==> src/rtl/ssd_fb_pkg.sv <==
// shared types, byte constants and segment lookup for the display frame builder
package ssd_fb_pkg;

    localparam logic [1:0] CMD_SHOW_NUMBER = 2'd0;
    localparam logic [1:0] CMD_SHOW_DIGIT  = 2'd1;
    localparam logic [1:0] CMD_CLEAR       = 2'd2;

    localparam logic [7:0] BYTE_DATA_WRITE = 8'h40;
    localparam logic [7:0] BYTE_ADDR_BASE  = 8'hC0;
    localparam logic [7:0] BRIGHT_RESET    = 8'h8F;
    localparam logic [7:0] SEG_BLANK       = 8'h00;

    typedef enum logic [1:0] {
        K_NUMBER = 2'd0,
        K_DIGIT  = 2'd1,
        K_CLEAR  = 2'd2
    } t_kind;

    typedef struct packed {
        t_kind      kind;
        logic [1:0] pos;
    } t_cmd;

    function automatic logic [7:0] seg_of(input logic [3:0] code);
        logic [7:0] seg;
        case (code)
            4'd0:    seg = 8'h3F;
            4'd1:    seg = 8'h06;
            4'd2:    seg = 8'h5B;
            4'd3:    seg = 8'h4F;
            4'd4:    seg = 8'h66;
            4'd5:    seg = 8'h6D;
            4'd6:    seg = 8'h7D;
            4'd7:    seg = 8'h07;
            4'd8:    seg = 8'h7F;
            4'd9:    seg = 8'h6F;
            default: seg = SEG_BLANK;
        endcase
        return seg;
    endfunction

endpackage

==> src/rtl/ssd_fb_front.sv <==
// front end: accepts commands, splits the number into decimal digits
module ssd_fb_front #(
    parameter int DIGITS = 4
) (
    input  logic                  i_clk,
    input  logic                  i_rst_n,
    input  logic                  i_in_valid,
    output logic                  o_in_stall,
    input  logic [1:0]            i_command,
    input  logic [15:0]           i_number,
    input  logic [1:0]            i_position,
    input  logic [3:0]            i_digit_code,
    output logic                  o_push,
    output ssd_fb_pkg::t_cmd      o_cmd,
    output logic [DIGITS*4-1:0]   o_dig,
    input  logic                  i_full
);

    localparam int DW = DIGITS * 4;
    localparam int CW = (DIGITS > 1) ? $clog2(DIGITS) : 1;
    localparam logic [16:0] RECIP10 = 17'd52429;

    logic              r_busy, n_busy;
    logic              r_ent_vld, n_ent_vld;
    logic [CW-1:0]     r_cnt, n_cnt;
    logic [15:0]       r_rem, n_rem;
    logic [DW-1:0]     r_dig, n_dig;
    ssd_fb_pkg::t_cmd  r_cmd, n_cmd;

    logic              accept;
    logic [31:0]       prod;
    logic [15:0]       quot;
    logic [15:0]       rest;
    logic [3:0]        dec;

    assign o_push     = r_ent_vld && !i_full;
    assign o_in_stall = r_busy || (r_ent_vld && !o_push);
    assign accept     = i_in_valid && !o_in_stall;
    assign o_cmd      = r_cmd;
    assign o_dig      = r_dig;

    // divide by ten through the reciprocal, exact for 16-bit values
    assign prod = {16'd0, r_rem} * {15'd0, RECIP10};
    assign quot = {3'd0, prod[31:19]};
    assign rest = r_rem - {quot[12:0], 3'd0} - {quot[14:0], 1'b0};
    assign dec  = rest[3:0];

    always_comb begin
        n_busy    = r_busy;
        n_ent_vld = r_ent_vld;
        n_cnt     = r_cnt;
        n_rem     = r_rem;
        n_dig     = r_dig;
        n_cmd     = r_cmd;
        if (o_push) begin
            n_ent_vld = 1'b0;
        end
        if (r_busy) begin
            // digits shift in from the top, least significant first
            for (int k = 0; k < DIGITS - 1; k++) begin
                n_dig[k*4 +: 4] = r_dig[(k+1)*4 +: 4];
            end
            n_dig[(DIGITS-1)*4 +: 4] = dec;
            n_rem = quot;
            n_cnt = r_cnt + CW'(1);
            if (r_cnt == CW'(DIGITS - 1)) begin
                n_busy    = 1'b0;
                n_ent_vld = 1'b1;
            end
        end
        if (accept) begin
            n_cmd.pos = i_position;
            case (i_command)
                ssd_fb_pkg::CMD_SHOW_NUMBER: begin
                    n_cmd.kind = ssd_fb_pkg::K_NUMBER;
                    n_busy     = 1'b1;
                    n_cnt      = '0;
                    n_rem      = i_number;
                end
                ssd_fb_pkg::CMD_SHOW_DIGIT: begin
                    n_cmd.kind = ssd_fb_pkg::K_DIGIT;
                    n_dig      = '0;
                    n_dig[(DIGITS-1)*4 +: 4] = i_digit_code;
                    n_ent_vld  = 1'b1;
                end
                ssd_fb_pkg::CMD_CLEAR: begin
                    n_cmd.kind = ssd_fb_pkg::K_CLEAR;
                    n_ent_vld  = 1'b1;
                end
                default: begin
                    // unused command is dropped
                end
            endcase
        end
    end

    always_ff @(posedge i_clk) begin
        if (!i_rst_n) begin
            r_busy    <= 1'b0;
            r_ent_vld <= 1'b0;
            r_cnt     <= '0;
        end else begin
            r_busy    <= n_busy;
            r_ent_vld <= n_ent_vld;
            r_cnt     <= n_cnt;
        end
    end

    always_ff @(posedge i_clk) begin
        r_rem <= n_rem;
        r_dig <= n_dig;
        r_cmd <= n_cmd;
    end

endmodule

==> src/rtl/ssd_fb_queue.sv <==
// two-entry queue between the front end and the byte sequencer
module ssd_fb_queue #(
    parameter int WIDTH = 18
) (
    input  logic             i_clk,
    input  logic             i_rst_n,
    input  logic             i_push,
    input  logic [WIDTH-1:0] i_data,
    output logic             o_full,
    input  logic             i_pop,
    output logic             o_vld,
    output logic [WIDTH-1:0] o_data
);

    logic [WIDTH-1:0] r_mem [2];
    logic             r_wp, r_rp;
    logic [1:0]       r_cnt;

    assign o_full = (r_cnt == 2'd2);
    assign o_vld  = (r_cnt != 2'd0);
    assign o_data = r_mem[r_rp];

    always_ff @(posedge i_clk) begin
        if (!i_rst_n) begin
            r_wp  <= 1'b0;
            r_rp  <= 1'b0;
            r_cnt <= 2'd0;
        end else begin
            if (i_push) begin
                r_wp <= !r_wp;
            end
            if (i_pop) begin
                r_rp <= !r_rp;
            end
            case ({i_push, i_pop})
                2'b10:   r_cnt <= r_cnt + 2'd1;
                2'b01:   r_cnt <= r_cnt - 2'd1;
                default: r_cnt <= r_cnt;
            endcase
        end
    end

    always_ff @(posedge i_clk) begin
        if (i_push) begin
            r_mem[r_wp] <= i_data;
        end
    end

endmodule

==> src/rtl/ssd_fb_back.sv <==
// back end: walks one command's byte sequence into the output register
module ssd_fb_back #(
    parameter int DIGITS = 4
) (
    input  logic                 i_clk,
    input  logic                 i_rst_n,
    input  logic                 i_cfg_wr_en,
    input  logic [7:0]           i_cfg_wr_data,
    input  logic                 i_q_vld,
    input  ssd_fb_pkg::t_cmd     i_q_cmd,
    input  logic [DIGITS*4-1:0]  i_q_dig,
    output logic                 o_pop,
    output logic                 o_out_valid,
    input  logic                 i_out_stall,
    output logic [7:0]           o_data_byte,
    output logic                 o_frame_start,
    output logic                 o_frame_end,
    output logic                 o_last
);

    localparam int DW = DIGITS * 4;
    localparam int SW = $clog2(DIGITS + 3);

    logic [7:0]        r_bright_cmd;
    logic              r_cur_vld, n_cur_vld;
    ssd_fb_pkg::t_cmd  r_cmd, n_cmd;
    logic [DW-1:0]     r_dig, n_dig;
    logic [SW-1:0]     r_step, n_step;
    logic              r_out_vld, n_out_vld;
    logic [7:0]        r_data, n_data;
    logic              r_fs, n_fs, r_fe, n_fe, r_last, n_last;

    logic              adv;
    logic              is_digit;
    logic [SW-1:0]     last_step;
    logic              at_last;
    logic [3:0]        top_code;

    assign is_digit  = (r_cmd.kind == ssd_fb_pkg::K_DIGIT);
    assign last_step = is_digit ? SW'(3) : SW'(DIGITS + 2);
    assign at_last   = (r_step == last_step);
    assign adv       = !r_out_vld || !i_out_stall;
    assign o_pop     = i_q_vld && (!r_cur_vld || (adv && at_last));
    assign top_code  = r_dig[(DIGITS-1)*4 +: 4];

    assign o_out_valid   = r_out_vld;
    assign o_data_byte   = r_data;
    assign o_frame_start = r_fs;
    assign o_frame_end   = r_fe;
    assign o_last        = r_last;

    always_comb begin
        n_cur_vld = r_cur_vld;
        n_cmd     = r_cmd;
        n_dig     = r_dig;
        n_step    = r_step;
        n_out_vld = r_out_vld;
        n_data    = r_data;
        n_fs      = r_fs;
        n_fe      = r_fe;
        n_last    = r_last;
        if (adv) begin
            n_out_vld = r_cur_vld;
            if (r_cur_vld) begin
                n_step = r_step + SW'(1);
                n_last = 1'b0;
                if (r_step == SW'(0)) begin
                    n_data = ssd_fb_pkg::BYTE_DATA_WRITE;
                    n_fs   = 1'b1;
                    n_fe   = 1'b1;
                end else if (r_step == SW'(1)) begin
                    n_data = is_digit ? (ssd_fb_pkg::BYTE_ADDR_BASE | {6'd0, r_cmd.pos})
                                      : ssd_fb_pkg::BYTE_ADDR_BASE;
                    n_fs   = 1'b1;
                    n_fe   = 1'b0;
                end else if (at_last) begin
                    n_data    = r_bright_cmd;
                    n_fs      = 1'b1;
                    n_fe      = 1'b1;
                    n_last    = 1'b1;
                    n_cur_vld = 1'b0;
                end else begin
                    // segment bytes, most significant digit sits at the top
                    n_data = (r_cmd.kind == ssd_fb_pkg::K_CLEAR) ? ssd_fb_pkg::SEG_BLANK
                                                                 : ssd_fb_pkg::seg_of(top_code);
                    n_fs   = 1'b0;
                    n_fe   = is_digit || (r_step == SW'(DIGITS + 1));
                    for (int k = DIGITS - 1; k > 0; k--) begin
                        n_dig[k*4 +: 4] = r_dig[(k-1)*4 +: 4];
                    end
                    n_dig[3:0] = 4'd0;
                end
            end
        end
        if (o_pop) begin
            n_cur_vld = 1'b1;
            n_cmd     = i_q_cmd;
            n_dig     = i_q_dig;
            n_step    = '0;
        end
    end

    always_ff @(posedge i_clk) begin
        if (!i_rst_n) begin
            r_bright_cmd <= ssd_fb_pkg::BRIGHT_RESET;
            r_cur_vld    <= 1'b0;
            r_out_vld    <= 1'b0;
            r_step       <= '0;
        end else begin
            if (i_cfg_wr_en) begin
                r_bright_cmd <= i_cfg_wr_data;
            end
            r_cur_vld <= n_cur_vld;
            r_out_vld <= n_out_vld;
            r_step    <= n_step;
        end
    end

    always_ff @(posedge i_clk) begin
        r_cmd  <= n_cmd;
        r_dig  <= n_dig;
        r_data <= n_data;
        r_fs   <= n_fs;
        r_fe   <= n_fe;
        r_last <= n_last;
    end

endmodule

==> src/rtl/seven_segment_display_frame_builder.sv <==
// top level of the seven-segment display frame builder
//
//   channel  direction  handshake                 payload
//   input    in         i_in_valid / o_in_stall   i_command i_number i_position i_digit_code
//   output   out        o_out_valid / i_out_stall o_data_byte o_frame_start o_frame_end o_last
//   config   in         i_cfg_wr_en               i_cfg_wr_data (brightness command)
//
// show number and clear emit DIGITS+3 bytes, show digit emits 4, one byte per cycle
// unless the output stalls; a queued next command's bytes follow with no gap
// show number runs one divide-by-ten per cycle in the front end, one per digit,
// overlapped with the previous command's bytes through a two-entry queue
// reset clears the queue and pipeline valids and loads brightness 0x8F
// a stalled output holds its byte; the front end keeps working until the queue fills
module seven_segment_display_frame_builder #(
    parameter int DIGITS = 4
) (
    input  logic        i_clk,
    input  logic        i_rst_n,
    input  logic        i_cfg_wr_en,
    input  logic [7:0]  i_cfg_wr_data,
    input  logic        i_in_valid,
    output logic        o_in_stall,
    input  logic [1:0]  i_command,
    input  logic [15:0] i_number,
    input  logic [1:0]  i_position,
    input  logic [3:0]  i_digit_code,
    output logic        o_out_valid,
    input  logic        i_out_stall,
    output logic [7:0]  o_data_byte,
    output logic        o_frame_start,
    output logic        o_frame_end,
    output logic        o_last
);

    localparam int DW = DIGITS * 4;
    localparam int QW = $bits(ssd_fb_pkg::t_cmd) + DW;

    logic              push, full, pop, q_vld;
    ssd_fb_pkg::t_cmd  f_cmd, q_cmd;
    logic [DW-1:0]     f_dig, q_dig;
    logic [QW-1:0]     q_out;

    ssd_fb_front #(.DIGITS(DIGITS)) u_front (
        .i_clk        (i_clk),
        .i_rst_n      (i_rst_n),
        .i_in_valid   (i_in_valid),
        .o_in_stall   (o_in_stall),
        .i_command    (i_command),
        .i_number     (i_number),
        .i_position   (i_position),
        .i_digit_code (i_digit_code),
        .o_push       (push),
        .o_cmd        (f_cmd),
        .o_dig        (f_dig),
        .i_full       (full)
    );

    ssd_fb_queue #(.WIDTH(QW)) u_queue (
        .i_clk   (i_clk),
        .i_rst_n (i_rst_n),
        .i_push  (push),
        .i_data  ({f_cmd, f_dig}),
        .o_full  (full),
        .i_pop   (pop),
        .o_vld   (q_vld),
        .o_data  (q_out)
    );

    assign q_cmd = ssd_fb_pkg::t_cmd'(q_out[QW-1:DW]);
    assign q_dig = q_out[DW-1:0];

    ssd_fb_back #(.DIGITS(DIGITS)) u_back (
        .i_clk         (i_clk),
        .i_rst_n       (i_rst_n),
        .i_cfg_wr_en   (i_cfg_wr_en),
        .i_cfg_wr_data (i_cfg_wr_data),
        .i_q_vld       (q_vld),
        .i_q_cmd       (q_cmd),
        .i_q_dig       (q_dig),
        .o_pop         (pop),
        .o_out_valid   (o_out_valid),
        .i_out_stall   (i_out_stall),
        .o_data_byte   (o_data_byte),
        .o_frame_start (o_frame_start),
        .o_frame_end   (o_frame_end),
        .o_last        (o_last)
    );

endmodule

==> config.mk <==
export PLATFORM = sky130hd
export DESIGN_NAME = seven_segment_display_frame_builder
export DESIGN_NICKNAME = d
export VERILOG_FILES = /design/src/rtl/ssd_fb_pkg.sv /design/src/rtl/ssd_fb_front.sv /design/src/rtl/ssd_fb_queue.sv /design/src/rtl/ssd_fb_back.sv /design/src/rtl/seven_segment_display_frame_builder.sv
export SDC_FILE = /design/constraint.sdc
export NUM_CORES = 1
export LEC_CHECK = 0
export BUFFER_PORTS_ARGS = -buffer_cell sky130_fd_sc_hd__buf_2
export CORE_AREA = 2 2 173 175
export DETAILED_ROUTE_END_ITERATION = 10
export DIE_AREA = 0 0 175 177
export PLACE_DENSITY_LB_ADDON = 0.3
export SETUP_SLACK_MARGIN = 0.2
export SLEW_MARGIN = 20
export SYNTH_ARGS = -nofsm -noshare
export SYNTH_HDL_FRONTEND = slang
export SYNTH_SLANG_ARGS = --single-unit
==> constraint.sdc <==
create_clock -name i_clk -period 5.25 [get_ports i_clk]
set_input_delay 0.2625 -clock i_clk [delete_from_list [all_inputs] [get_ports i_clk]]
set_output_delay 0.2625 -clock i_clk [all_outputs]
set_load 0.02 [all_outputs]
# Word level (Yosys, flattened, before mapping)
# Memories as Yosys holds them, arrays and structs flattened. A register that Yosys moved wholly into a read port is not among the register bits.
# Cells that the tools add are included.
totals:
  ff_bits: 88
  mem_bits_ro: 112
  latch_bits: 0
  mem_count: 2
  ram_bits: 40
memory_table:
  columns: ["name", "words", "word_bits", "read_ports", "rd_clocked_by_memory_dff", "wr", "line_no", "text"]
  rows:
  - ["(name not given)", 16, 7, 1, 1, 0, "ssd_fb_pkg.sv:26", "case (code)"]
  - ["u_queue.r_mem", 2, 20, 1, 1, 1, "ssd_fb_queue.sv:15", "logic [WIDTH-1:0] r_mem [2];"]
op_classes:
  muxes: 45
  addsub: 6
  shifts: 0
  mul: 1
  n_reduce_logical: 30
  n_eq_ne: 14
  bitwise: 1
  magnitude_cmp: 0
  div_mod_pow: 0
op_table:
  columns: ["op", "n"]
  rows:
  - ["2-to-1 mux 16 bit", 12]
  - ["multiplier 16 x 16 -> 32 bit (second input constant)", 1]
  - ["2-to-1 mux 8 bit", 3]
  - ["2-to-1 mux 1 bit", 22]
  - ["equality test 2 bit (second input constant)", 5]
  - ["zero test 1 bit", 8]
  - ["2-to-1 mux 2 bit", 4]
  - ["nonzero test 2 bit", 4]
  - ["subtractor 4 bit", 2]
  - ["equality test 2 x 1 -> 1 bit (second input constant)", 3]
  - ["inequality test 2 bit (second input constant)", 3]
  - ["case mux 2 bit (3 select lines)", 1]
  - ["OR reduction 2 bit", 3]
  - ["logical AND 1 bit", 5]
  - ["AND reduction 5 bit", 1]
  - ["adder 2 x 1 -> 2 bit (second input constant)", 2]
  - ["logical OR 1 bit", 4]
  - ["2-to-1 mux 4 bit", 1]
  - ["case mux 2 bit (2 select lines)", 1]
  - ["AND reduction 2 bit", 2]
  - ["adder 3 x 1 -> 3 bit (second input constant)", 1]
  - ["equality test 3 x 1 -> 1 bit (second input constant)", 1]
  - ["equality test 3 bit", 1]
  - ["equality test 3 bit (second input constant)", 1]
  - ["other kinds (6)", 6]

# Depth between registers and ports, before layout
# Gate-level depths: netlist of the first run.
logic_depth:
  word_depth: 10
  mapped_depth: 28

# Hierarchy
# From an unflattened synthesis of the first run, not the netlist that was laid out.
unflattened:
  hier_cells: 932
  hier_area_um2: 10219.8
by_module_without_submodules:
  columns: ["mod", "instances", "cells_each", "area_per_inst_um2", "seq_area_each_um2"]
  rows:
  - ["ssd_fb_front", 1, 641, 6209.7, 840.8]
  - ["ssd_fb_back", 1, 207, 2354.8, 1331.3]
  - ["ssd_fb_queue", 1, 84, 1655.3, 1301.2]

# Worst setup path before layout of the first run
# OpenSTA, ideal clock, no wires.
synth_path:
  kind: "register to register"
  from: "reg u_front.r_rem[8]"
  to: "reg u_front.r_dig[15], in the netlist u_front.o_dig[15]"
  n_path_buf: 1
  synth_period_minus_slack_ps: 5790
  path_stages_with_launch: 27
  required_time_ps: 5181
  path_slack_ps: -540
  t_arrival_ps: 5721
  cell_sequence: "dfxtp_1 ha_1 fa_1 inv_1 fa_1 fa_1 inv_1 fa_1 inv_1 fa_1 inv_1 ha_1 buf_2 a21oi_1 o21ai_0 nor3_1 nand3_1 and2_1 xor2_1 ha_1 nand2_1 nand2_1 or4_1 nand3_1 o311ai_0 xor2_1 o21ai_1"
synth_via:
  elab_chain_cells: 6
synth_lines:
  columns: ["element", "line_no", "text"]
  rows:
  - ["start: declaration", "ssd_fb_front.sv:26", "logic [15:0] r_rem, n_rem;"]
  - ["start signal: assignment", "ssd_fb_front.sv:110", "r_rem <= n_rem;"]
  - ["multiplier 16 x 16 -> 32 bit *", "ssd_fb_front.sv:43", "assign prod = {16'd0, r_rem} * {15'd0, RECIP10};"]
  - ["subtractor 4 bit", "ssd_fb_front.sv:45", "assign rest = r_rem - {quot[12:0], 3'd0} - {quot[14:0], 1'b0};"]
  - ["subtractor 4 bit *", "ssd_fb_front.sv:45", null]
  - ["2-to-1 mux 16 bit *", "ssd_fb_front.sv:58", "if (r_busy) begin"]
  - ["2-to-1 mux 16 bit", "ssd_fb_front.sv:73", "case (i_command)"]
  - ["2-to-1 mux 16 bit *", "ssd_fb_front.sv:71", "if (accept) begin"]
  - ["named net u_front.n_dig[15]", "ssd_fb_front.sv:27", "logic [DW-1:0] r_dig, n_dig;"]
  - ["end signal: assignment", "ssd_fb_front.sv:111", "r_dig <= n_dig;"]
  - ["end: declaration", "ssd_fb_front.sv:27", null]
# The timed path passes the listed nets; every way through them passes the cells marked *.
# A chain may end at the register's enable or synchronous reset.

# Final worst setup path of the first run
layout_path:
  from: "reg u_front.r_rem[7]"
  to: "reg u_front.r_dig[15], in the netlist u_front.o_dig[15]"
# The elaborated chain is that of the path after synthesis.

==> results.yml, run 1 <==
setup_path:
  cp.required_ns: 5.53
  cp-end-kind: "flop"
  cp_slowest_cell: "fa_1"
  critical_path_class: "flop to flop"
  start_kind: "flop"
  worstPathMaxFanout: 3
  worst_path_most_repeated_cell: "fa_1"
  max_stage_delay_ns: 0.55
  arrival_ns: 5.98
grt:
  grt_max_degree: 34
  antenna_found_initial: 0
  grt_pass1_vias: 7263
  overflow: 0
  grt_use_total: 0.157
  grt_pass1_wl_mm: 37.7
floorplanning:
  fp.dieH_um: 177
  die_area_mm2: 0.0310
  die_w_um: 175
  initial_core_util: 0.344
  io_pins: 50
  coreArea_mm2: 0.0292
  rows: 63
timing:
  layout_setup_ws_ns: -0.441
  fin_crit_sh: 1.08
  worstMarginPinSlew_ns: 1.01
  setup_violations: 13
  rsz0062_at_grt: "true"
  slew_violations: 0
  worst_clock_skew_ns: 0.0365
  timing.fmax_mhz: 176
  slew_headroom: 0.329
  hold_viol: 0
  fin_crit_ns: 5.69
detailed_routing:
  first_pass_iters: 4
  antenna_left: 0
  wl_per_cell_um: 15.4
  first_iter_violations: 309
  via_per_inst: 4.63
  drc_errors: 0
  num_vias: 6895
  wl_mm: 22.9
clock_tree:
  clockBufferDepth: 2
  cts_made_buffers: 17
  clock_latency_ns: 0.43
  cts-root-buf: "clkbuf_16"
  cts_tree: "done"
  clkSinkCount: 136
  clkTransAtPathRegs_ns: 0.07
  cts_htree_levels: 4
  hold_buffers: 0
yosys:
  yosysSeqAreaShare: 0.346
  syn_nets: 1185
  synth_top_cell_area_share: 0.224
  synth_top_area_cell: "edfxtp_1"
  syn_area_per_cell_um2: 10.9
  syn_inst: 919
  ys.warnings.count: 0
  netlist_area_mm2: 0.0100
  synth.distinct_cells: 67
  async_reset_ff_frac: 0
  synth_seq_cells: 136
  synth_ff_type: "edfxtp_1"
  synth.area.top_cells: "edfxtp_1 22%, ha_1 19%, fa_1 16%"
  synth_enable_flop_cells: 75
finish:
  diodes: 0
  fin_util: 0.437
  drive_above_1_share: 0.281
  layout.nets: 1351
  area_growth_pct: 27.0
run:
  cap_violations: 0
hold_path:
  hold_path_class: "input pin to flop"
placed_design:
  dp_hpwl_mm: 18.2
  place_congestion: 0.892
  place_ws_ns: -0.609
  portBuffers: 49
status:
  status: "finished with violations"
  violations: "setup timing"
[flip-flops by register name, indices dropped and copies added, names as in the netlist, named ones only]
signal	flops
u_back.o_last	1
u_back.r_dig	16
u_back.r_step	3
u_front.o_dig	16
u_queue.r_wp	1
u_back.r_cur_vld	1
u_front.r_busy	1
u_back.o_data_byte	8
u_back.o_frame_start	1
u_back.o_out_valid	1
u_front.o_cmd	4
u_front.r_rem	16
u_front.r_ent_vld	1
u_queue.r_rp	1
u_front.r_cnt	2
u_queue.r_mem	40
u_back.r_cmd	4
u_back.o_frame_end	1
u_back.r_bright_cmd	8
u_queue.r_cnt	2
[critical path, delay by kind of cell, from the launching register on]
kind / cells / cell delay (ns)
compound gates: 4 / 0.40
fa+ha+maj: 8 / 3.19
simple gates: 7 / 1.05
buf+inv: 4 / 0.18
flops: 1 / 0.37
xor+xnor: 2 / 0.35
[metal layers]
metal / track usage / vias up / routed length, um
li1: - / 3421 / -
met1: 0.190 / 3317 / 9770
met2: 0.285 / 126 / 11700
met3: 0.0277 / 31 / 942
met4: 0.0441 / 0 / 462
met5: 0 / - / 0
[layout by cell type (no fill, tap or decap), types with 8 or more instances in the layout]
cell type  Yosys  routed
nor2_1        38      36
inv_2          1      15
o21ai_1        4      10
clkbuf_16      0      17
mux2i_1       40      40
o21ai_0       31      21
dfxtp_4        0       8
xor2_1        11       9
dfxtp_1       61      49
buf_6          1      11
buf_2          2      49
edfxtp_1      75      75
a21oi_1       33      29
xnor2_1       15      11
ha_4           0      20
ha_1         149     128
buf_4          0     107
inv_1        168     153
fa_1          80      76
nand2_1       54      52
[per-stage QoR]
step | cell area, um2 | hold WS, ns | TNS [ns] | cells
after detailed placement | 11400 | 0.437 | -2.25 | 1430
after CTS | 12400 | 0.0206 | -2.63 | 1481
after global routing | 12800 | 0.0260 | -5.09 | 1488
after floorplan | 10100 | 0.361 | -0.367 | 919
final | 12800 | 0.0266 | -2.22 | 1488
after global placement | 11400 | 0.423 | -2.56 | 1430
[Yosys cell counts (2+ instances only)]
cell / n
o21ai_2: 2
a211o_1: 2
a21o_1: 6
mux2_4: 3
o21ai_0: 31
nand2b_1: 4
xnor2_1: 15
and3_1: 2
inv_1: 168
nor3b_1: 3
a22o_1: 6
xor2_1: 11
nor3_1: 6
buf_2: 2
or2_2: 2
nor2_1: 38
mux2_2: 6
a22oi_1: 7
a21boi_0: 3
ha_1: 149
a21oi_1: 33
o22ai_1: 2
o21a_1: 7
a31oi_1: 4
nand3b_1: 2
and4_1: 2
dfxtp_1: 61
and2_1: 8
o21ai_1: 4
edfxtp_1: 75
o31ai_1: 4
o21bai_1: 6
nand3_1: 10
nand4_1: 4
o211ai_1: 3
mux2i_1: 40
nand2_1: 54
a221o_1: 2
fa_1: 80
clkbuf_1: 17
o311ai_0: 2
nor2b_1: 8
[layout make-up]
type | instances | area, um2
Clock inverter | 11 | 70.1
Fill cell | 2755 | 16500
Timing Repair Buffer | 167 | 1170
Multi-Input combinational cell | 592 | 6410
Clock buffer | 21 | 470
Tap cell | 390 | 488
Inverter | 171 | 649
Sequential cell | 136 | 3510
[cell families (layout without fill, tap and decap cells)]
family | Yosys count | after routing | share of synthesized area
buffers and inverters | 191 | 370 | 0.0728
AOI/OAI and AO/OA | 134 | 134 | 0.0873
and+or+nand+nor | 153 | 153 | 0.0742
muxes | 50 | 50 | 0.0524
DFF | 136 | 136 | 0.346
xor gates and xnor gates | 26 | 26 | 0.0227
adders and majority gates | 229 | 229 | 0.345
[worst paths after layout]
check	slack [ns]	endpoint	cells past startpoint	start
setup reg to reg	-0.44	u_front.o_dig[15]	25	u_front.r_rem[7]
setup / recovery	-0.44	u_front.o_dig[15]	25	u_front.r_rem[7]
hold reg to reg	0.45	u_queue.r_mem[1][0]	0	u_front.o_dig[0]
hold / removal	0.03	u_front.o_cmd[0]	1	i_position[0]
[repair_timing]
| item | in CTS | in global routing |
|---|---|---|
| pin swaps | 27 | 28 |
| buffers inserted | 19 | 7 |
| gates resized for setup | 69 | 54 |
| cloned | 0 | 0 |
| endpoints found under the setup margin | 14 | 15 |
Power of run 1 is not shown: default switching activity piles up to over one toggle a cycle in this logic, so the estimate is an artifact.
==> inputs of run 2 (changes only) <==
--- a/config.mk
+++ b/config.mk
@@ -6,6 +6,7 @@
 export NUM_CORES = 1
 export LEC_CHECK = 0
 export BUFFER_PORTS_ARGS = -buffer_cell sky130_fd_sc_hd__buf_2
+export CAP_MARGIN = 20
 export CORE_AREA = 2 2 173 175
 export DETAILED_ROUTE_END_ITERATION = 10
 export DIE_AREA = 0 0 175 177
==> constraint.sdc (replaced) <==
create_clock -name i_clk -period 5.25 [get_ports i_clk]
set_input_delay 0 -clock i_clk [delete_from_list [all_inputs] [get_ports i_clk]]
set_output_delay 0 -clock i_clk [all_outputs]
set_load 0.02 [all_outputs]
==> results.yml, run 2 (synthesized netlist as in run 1, its figures left out) <==
finish:
  final_cell_count_no_fill: 1533
  largest_register: "u_queue.r_mem"
  largest_reg_flops: 40
  area_growth_pct: 31.5
  most-common-layout-cells: "153 x inv_1, 128 x ha_1, 107 x buf_4, 76 x fa_1, 75 x edfxtp_1"
  final_common_cell: "inv_1"
  diodes: 0
  nFillCells: 2727
  final_area_mm2: 0.0132
  layout.nets: 1396
  drive_above_1_share: 0.270
timing:
  setup_violations: 13
  slew_headroom: 0.338
  layout_setup_ws_ns: -0.438
  fin_crit_ns: 5.69
  worst_clock_skew_ns: 0.0310
  hold_viol: 0
  slew_violations: 0
  worstMarginPinSlew_ns: 0.993
  timing.fmax_mhz: 176
  rsz0062_at_grt: "true"
  setup_tns_ns: -2.17
  fin_crit_sh: 1.08
placed_design:
  dpl.cell_count: 1430
  dp_hpwl_mm: 18.2
  dpl_cell_area_mm2: 0.0114
  portBuffers: 49
  place_congestion: 0.892
detailed_routing:
  num_vias: 7092
  via_per_inst: 4.63
  antenna_left: 0
  drc_errors: 0
  wl_per_cell_um: 15.2
  first_pass_iters: 5
  first_iter_violations: 275
  wl_mm: 23.3
clock_tree:
  cts_made_buffers: 17
  clkSinkCount: 136
  clkTransAtPathRegs_ns: 0.07
  cts_tree: "done"
  cts-root-buf: "clkbuf_16"
  cts_htree_levels: 4
  clockBufferDepth: 2
  clock_latency_ns: 0.43
floorplanning:
  initial_core_util: 0.344
  coreArea_mm2: 0.0292
  die_area_mm2: 0.0310
  rows: 63
  fp.dieH_um: 177
  die_w_um: 175
  io_pins: 50
setup_path:
  arrival_ns: 5.97
  cp.required_ns: 5.54
  critical_path_class: "flop to flop"
  crit_buf_inv: 4
  worstPathMaxFanout: 3
  max_stage_delay_ns: 0.55
  rr_worst_depth: 25
  cp_slowest_cell: "fa_1"
  crit_cells: 25
  critPathTopFamily: "adder cells"
  cp-end-kind: "flop"
  worst_path_most_repeated_cell: "fa_1"
  crit_path_start: "u_front.r_rem[7]"
  r2r_start: "u_front.r_rem[7]"
  start_kind: "flop"
grt:
  grt_pass1_wl_mm: 38.6
  grt_pass1_vias: 7501
  antenna_found_initial: 0
  grt_max_degree: 34
  grt_use_total: 0.160
  overflow: 0
status:
  status: "finished with violations"
  violations: "setup timing"
hold_path:
  hp-start: "i_cfg_wr_en"
  hold_path_class: "input pin to flop"
  hold_depth: 3
run:
  cap_violations: 0
[run 2: cell count changes in the layout (fill, tap and decap cells not counted)]
cell	delta
dlygate4sd3_1	+45
[run 2: worst reg2reg max path: cells and delay by family, from the launching register on]
family / cells / cell delay (ns)
fa+ha+maj: 8 / 3.20
simple gates: 7 / 1.06
compound gates: 4 / 0.40
flops: 1 / 0.37
xor+xnor: 2 / 0.35
buf+inv: 4 / 0.18
[run 2: through the flow]
| stage | utilization | worst slack [ns] | hold slack [ns] |
|---|---|---|---|
| final | 0.452 | -0.438 | 0.0291 |
| after floorplan | - | -0.367 | 0.0989 |
| after CTS | 0.441 | -0.427 | 0.0236 |
| after detailed placement | 0.391 | -0.609 | 0.191 |
| after global routing | 0.452 | -0.670 | 0.0379 |
| after global placement | 0.391 | -0.489 | 0.181 |
[run 2: worst paths after layout]
kind	slack, ns	to
setup / recovery	-0.44	u_front.o_dig[15]
hold / removal	0.03	u_back.r_bright_cmd[6]
setup reg to reg	-0.44	u_front.o_dig[15]
hold reg to reg	0.45	u_queue.r_mem[1][0]
[run 2: cell type report]
| class | count | area (um2) | area share |
|---|---|---|---|
| clock buffers | 21 | 470 | 0.0356 |
| inverters | 171 | 649 | 0.0491 |
| well taps | 390 | 488 | 0.0369 |
| clock inverters | 11 | 70.1 | 0.00530 |
| multi-input cells | 592 | 6410 | 0.485 |
| flip-flops and latches | 136 | 3510 | 0.265 |
| repair buffers | 212 | 1620 | 0.123 |
[run 2: layer usage]
metal  part of all wire  global-route usage
met5                  0                   0
met4              0.021              0.0458
met3              0.036              0.0296
met1               0.43               0.191
met2               0.51               0.292
[run 2: repair_timing]
item / 4_1_cts / 5_1_grt
hold buffers: 45 / 0
endpoints found under the setup margin: 14 / 15
pin swaps: 27 / 28
gates resized for setup: 69 / 54
hold endpoints to repair: 36 / 0
buffers inserted: 19 / 7
Power of run 2 is left out for the same reason.
